$ cat config.mk
export PLATFORM = sky130hd
export DESIGN_NAME = npms_cell
export DESIGN_NICKNAME = d
export VERILOG_FILES = /design/src/hdl/npms_pkg.sv /design/src/hdl/npms_cell.sv
export SDC_FILE = /design/constraint.sdc
export NUM_CORES = 2
export LEC_CHECK = 0
export BUFFER_PORTS_ARGS = -buffer_cell sky130_fd_sc_hd__buf_2
export CAP_MARGIN = 30
export CORE_ASPECT_RATIO = 2
export CORE_MARGIN = 4
export CORE_UTILIZATION = 55
export CTS_CLUSTER_SIZE = 10
export DETAILED_ROUTE_END_ITERATION = 10
export GPL_TIMING_DRIVEN = 0
export PLACE_DENSITY = 0.73
export SLEW_MARGIN = 5
export SYNTH_ARGS = -nofsm -noshare
export SYNTH_HDL_FRONTEND = slang
export SYNTH_SLANG_ARGS = --single-unit
$ cat constraint.sdc
create_clock -name clock -period 37.3 [get_ports clock]
set_input_delay 7.46 -clock clock [delete_from_list [all_inputs] [get_ports clock]]
set_output_delay 7.46 -clock clock [all_outputs]
set_load 0.01 [all_outputs]
$ cat src/hdl/npms_pkg.sv
// Shared types and constants for the nearest point mode selector.
// Used by npms_cell and nearest_point_mode_selector; depends on nothing.

package npms_pkg;

   // Fixed widths of the transaction fields and the threshold register.
   localparam int FIELD_W      = 24;
   localparam int POLICY_W     = 4;
   localparam int THRESH_W     = 16;
   localparam logic [THRESH_W-1:0] THRESH_RESET = 16'd26;

   // Command codes of an input transaction.
   localparam logic CMD_LOAD   = 1'b0;
   localparam logic CMD_SAMPLE = 1'b1;

   // Mode machine codes; the fourth code is unused and acts as the initial mode.
   localparam logic [1:0] MODE_INITIAL = 2'd0;
   localparam logic [1:0] MODE_NEW     = 2'd1;
   localparam logic [1:0] MODE_STABLE  = 2'd2;

   // Input transaction.
   typedef struct packed {
      logic               command;
      logic [FIELD_W-1:0] commit_rate;
      logic [FIELD_W-1:0] abort_rate;
   } req_type;

   // Result transaction.
   typedef struct packed {
      logic                use_default;
      logic [POLICY_W-1:0] policy_index;
      logic                empty_table_error;
   } rsp_type;

   // Control bits of the search token that walks down the cell row.
   typedef struct packed {
      logic valid;   // token present at this position
      logic have;    // a candidate has already been taken
   } tok_ctrl_type;

endpackage

$ cat src/hdl/npms_cell.sv
// One cell of the reference point row: stores a point, squares its distance
// to the held sample and updates the passing best-match token. Uses npms_pkg.

module npms_cell
   import npms_pkg::*;
#(
   parameter int RATE_W = 24,
   parameter int IDX_W  = 4,
   parameter int CNT_W  = 5,
   parameter int INDEX  = 0
) (
   input  logic              clock,
   input  logic              reset,
   input  logic              load_en,
   input  logic [CNT_W-1:0]  point_count,
   input  logic [RATE_W-1:0] point_commit,
   input  logic [RATE_W-1:0] point_abort,
   input  logic [RATE_W-1:0] sample_commit,
   input  logic [RATE_W-1:0] sample_abort,
   input  tok_ctrl_type      tok_in,
   input  logic [2*RATE_W:0] dist_in,
   input  logic [IDX_W-1:0]  idx_in,
   output tok_ctrl_type      tok_out,
   output logic [2*RATE_W:0] dist_out,
   output logic [IDX_W-1:0]  idx_out
);

   localparam int SQ_W   = 2 * RATE_W;
   localparam int DIST_W = SQ_W + 1;

   logic [RATE_W-1:0] commit_ff, abort_ff;
   logic [RATE_W-1:0] diff_c, diff_a;
   logic [SQ_W-1:0]   sq_c_in, sq_a_in, sq_c_ff, sq_a_ff;
   logic [DIST_W-1:0] dist_sum;
   logic              active, wr_en, take;
   tok_ctrl_type      tok_in_next, tok_ff;
   logic [DIST_W-1:0] dist_in_next, dist_ff;
   logic [IDX_W-1:0]  idx_in_next, idx_ff;

   // This cell holds the next free table slot when the count equals its index.
   assign wr_en  = load_en && (point_count == CNT_W'(INDEX));
   assign active = point_count > CNT_W'(INDEX);

   always_ff @(posedge clock) begin
      if (wr_en) begin
         commit_ff <= point_commit;
         abort_ff  <= point_abort;
      end
   end

   // Squared component distances, registered ahead of the sum and compare.
   assign diff_c  = (sample_commit >= commit_ff) ? sample_commit - commit_ff
                                                 : commit_ff - sample_commit;
   assign diff_a  = (sample_abort >= abort_ff) ? sample_abort - abort_ff
                                               : abort_ff - sample_abort;
   assign sq_c_in = SQ_W'(diff_c) * SQ_W'(diff_c);
   assign sq_a_in = SQ_W'(diff_a) * SQ_W'(diff_a);

   always_ff @(posedge clock) begin
      sq_c_ff <= sq_c_in;
      sq_a_ff <= sq_a_in;
   end

   // Take the token's place when this point is strictly nearer, so the
   // earliest entry wins a tie.
   assign dist_sum = DIST_W'(sq_c_ff) + DIST_W'(sq_a_ff);
   assign take = tok_in.valid && active && (!tok_in.have || (dist_sum < dist_in));

   always_comb begin
      tok_in_next.valid = tok_in.valid;
      tok_in_next.have  = tok_in.have || (tok_in.valid && active);
      dist_in_next      = take ? dist_sum : dist_in;
      idx_in_next       = take ? IDX_W'(INDEX) : idx_in;
   end

   always_ff @(posedge clock) begin
      if (reset) begin
         tok_ff <= '0;
      end else begin
         tok_ff <= tok_in_next;
      end
   end

   always_ff @(posedge clock) begin
      dist_ff <= dist_in_next;
      idx_ff  <= idx_in_next;
   end

   assign tok_out  = tok_ff;
   assign dist_out = dist_ff;
   assign idx_out  = idx_ff;

endmodule
==> results.txt <==
* Outcome: finished, final reports clean
- Library cell with the largest summed area after synthesis: sky130_fd_sc_hd__fa_1
- STA puts the critical path data required time at 37.78 ns.
- For this configuration, the core starts out at a cell density of 55.3%.
* Max stage delay on crit path: 0.91 ns
- In this run, CTS created clock tree buffers numbering 17.
- In the final routing, the length of wire on met1 measures 42.0 mm.
* Depth of the CTS H-tree: 4
- The count of nets left with antenna violations once routing finished came out at 0.
* Post-synth cell types: 90
- Clock latency of the later-clocked register in the worst-skew pair: 0.56 ns
* Slowest cell on the critical path: sky130_fd_sc_hd__a2111oi_0
* Worst Min Path Start: sq_a_ff[0]$_DFF_P_
- Reg clk slew, reported paths: 0.09 ns
- The worst hold path belongs to the class reg2reg.
- Multiplexer cells account for 1.85% of the synthesized area.
- Root buffer cell: sky130_fd_sc_hd__clkbuf_16
- Setup total negative slack: 0 ns
* Critical Setup Path Class: in2reg
* Die area: 87,700 um^2
- Share of post-route cells with drive strength above 1: 8.78%
- For this run, the register share of the synthesized area comes to 9.72%.
- 214 I/O pins were placed.
* Arrival time of the worst setup path: 20.18 ns
- The most used flip-flop cell after synthesis is sky130_fd_sc_hd__dfxtp_1.
- For the pin with the worst max-slew slack, the measured transition is 1.13 ns.
- Avg Synthesized Cell Area: 9.00 um^2
- Count of warnings emitted by yosys: 0
- Number of buffers inserted to repair setup after CTS: 0
* Number of global-route vias before repair: 40,000
- Async SR Flop Fraction: 0%
* Number of hold-repair buffers added at the cts stage: 0
- The number of placed instances, taps included, is 6,345.
* Maximum count of clock buffers along a single path: 2
- By area, the combinational part of the netlist is dominated by adder cells.
- Number of vias per cell after detailed routing: 5.61
- The endpoint identified for the worst register-to-register timing path is sq_c_ff[46]$_DFF_P_.
- The startpoint identified for the worst register-to-register timing path is commit_ff[0]$_DFFE_PP_.
* Cells resized by post-CTS repair: 0
- In the detailed route, the total length drawn on met2 is 78.6 mm.
* All-layer global routing usage: 33.7%
- Detail Placement HPWL: 126 mm
- Horizontal die dimension: 211 um
- In the finished design, the share of the clock period the worst path needs comes to 52.8%.
* Utilization after layout: 59.2%
- Worst-case clock skew: 0.0237 ns
- Post-Synthesis Net Count: 6,593
- Cells after synthesis: 5,053
- In the final routed layout, each cell accounts on average for 22.7 um.
* Highest Signal Layer: met5
* Xor/xnor share of the synthesized area: 4.04%
- Count of final setup violators: 0
- The worst setup path is captured at a flip-flop.
- TritonCTS clock tree: built
* Total wire length: 145 mm
- The filler cells instantiated in the layout total 7,456.
* Adder and majority gate portion of the synthesized area: 52.0%
* Number of synthesized flops with an enable pin: 48
- DRC marker count from the first detailed-route iteration: 2,343
- Setup repair after global routing left no endpoint under its margin.
- Final weighted congestion of routability-driven global placement: 1.08
- The routed layout has 35,800 vias.
- DRT Pass-1 Iters: 6
* Max_slew headroom: 24.7%
* Antenna violations before repair: 7
* Most instantiated library cell after synthesis: sky130_fd_sc_hd__inv_1
- The worst path needs 19.70 ns of the cycle, external delays included.
- Highest fanout seen on the critical path: 10
* Library cell appearing most often on the critical path: sky130_fd_sc_hd__fa_1
- Compared with the post-synthesis result, the final layout area differs by 7.02%.
* Register bit total from synthesis: 197
* Number of sinks driven by the clock tree: 197
- The finished layout holds 6,382 standard cells, fillers aside.
* Category of the worst setup path launch point: primary input
- Summing the areas of all compound-gate instances in the mapped netlist gives 10.1% of the synthesized area.
- For this run, design rule violations remaining after detail routing come to 0.
- The synthesized netlist occupies a cell area of 45,500 um^2.
- Net total in the final layout: 6,848
- Setup crit end: sq_c_ff[46]$_DFF_P_
* Critical path startpoint: sample_commit[0]
* Remaining global-route overflow: 0
* Synthesized-area fraction occupied by and/or/nand/nor cells: 9.63%
- Wire segments on met3 add up to 6.62 mm in the final route.
- The multi-input combinational cells in the finished layout cover a total of 35,400 um^2.
* Buffers added on ports: 213
* Max Transition Viols Final: 0
- Cells on Worst Hold Path: 2
- After floorplanning, the core was divided into 149 placement rows.
- The number of hold-slack violations in the final timing report is 0.
* Die height: 415 um
* Global-route wire length before repair: 221 mm
- Largest net degree at the start of global routing: 18
- In this run the biggest area consumer among cell types represents 37.3% of the synthesized area.
- Max-cap violations in this run came to 0.
- Timing would allow up to 50.8 MHz.
- By area the synthesized netlist is led by sky130_fd_sc_hd__fa_1 37%, sky130_fd_sc_hd__ha_1 15%, sky130_fd_sc_hd__inv_1 11%.
- The commonest cells after synthesis are 1,335 x sky130_fd_sc_hd__inv_1, 847 x sky130_fd_sc_hd__fa_1, 534 x sky130_fd_sc_hd__ha_1, 381 x sky130_fd_sc_hd__nand2_1, 366 x sky130_fd_sc_hd__nor2_1.
- Logic depth of the worst register-to-register path: 37
* Register-to-register path setup slack: 24.28 ns
* Storage element area: 4420 um^2
* Floorplan Core Area: 82,200 um^2
[kinds of logic after synthesis]
family	Yosys count
AND/OR/NAND/NOR	1007
adder cells (fa/ha/maj)	1381
XOR/XNOR	194
multiplexers	75
AO/OA/AOI/OAI	700
buffers and inverters	1499
flip-flops	197
[worst max-delay path, delay by kind of cell]
kind | cells | cell delay (ns)
AOI/OAI and AO/OA | 15 | 5.13
xor gates and xnor gates | 2 | 0.96
adders and majority gates | 10 | 4.13
buffers and inverters | 9 | 1.59
and+or+nand+nor | 3 | 0.89
[metrics by stage]
stage          setup slack [ns]  hold WS [ns]  area (um^2)
3_5_place_dp              17.42         0.595        48100
6_report                  17.60         0.604        48700
5_1_grt                   17.28         0.652        48700
3_3_place_gp              17.04         0.586        47900
2_1_floorplan             20.15         0.559        45500
4_1_cts                   17.95         0.608        48700
[area by class of cell]
type / count / area share, %
diodes: 6 / 0.0308
plain buffers: 144 / 1.37
clock buffers: 19 / 0.910
clock inverters: 11 / 0.185
inverters: 1355 / 10.4
multi-input cells: 3357 / 72.7
flip-flops and latches: 197 / 9.09
well taps: 1057 / 2.72
repair buffers: 236 / 2.58
[worst min path at each step]
stage / to
floorplan: dist_out[0]$_DFF_P_
global placement: dist_out[0]$_DFF_P_
detailed placement: dist_out[0]$_DFF_P_
CTS: dist_out[0]$_DFF_P_
global route: dist_out[0]$_DFF_P_
finish: dist_out[0]$_DFF_P_
[flip-flops by register name, indices dropped and copies added, names as in the netlist]
register   cells
commit_ff     24
sq_a_ff       47
dist_out      49
sq_c_ff       47
idx_out        4
abort_ff      24
tok_out        2
[metal layers]
layer  global-route usage (%)  vias to the layer above
met5                        0                        -
met4                     30.4                        4
met3                     4.45                      679
met2                     63.5                     1427
met1                     30.1                    17700
li1                         -                    16000
[cells in the final DEF (no fill, tap or decap), types with 24 or more instances in the layout]
master,synthesis,final
sky130_fd_sc_hd__o21bai_1,26,26
sky130_fd_sc_hd__a21oi_1,218,218
sky130_fd_sc_hd__nand3_1,44,44
sky130_fd_sc_hd__nor2_1,366,366
sky130_fd_sc_hd__nand2_1,381,381
sky130_fd_sc_hd__xor2_1,63,61
sky130_fd_sc_hd__clkbuf_1,78,79
sky130_fd_sc_hd__inv_1,1335,1335
sky130_fd_sc_hd__mux2_2,56,56
sky130_fd_sc_hd__nor2b_1,26,26
sky130_fd_sc_hd__edfxtp_1,48,48
sky130_fd_sc_hd__nand2b_1,49,49
sky130_fd_sc_hd__a31oi_1,24,24
sky130_fd_sc_hd__dfxtp_1,149,149
sky130_fd_sc_hd__and3_1,27,27
sky130_fd_sc_hd__ha_1,534,534
sky130_fd_sc_hd__buf_2,51,265
sky130_fd_sc_hd__a21o_1,163,163
sky130_fd_sc_hd__fa_1,847,847
sky130_fd_sc_hd__o21ai_0,96,96
sky130_fd_sc_hd__nand4_1,41,41
sky130_fd_sc_hd__xnor2_1,114,110
Power is not shown: default switching activity piles up to over one toggle a cycle in this logic, so the estimate is an artifact.
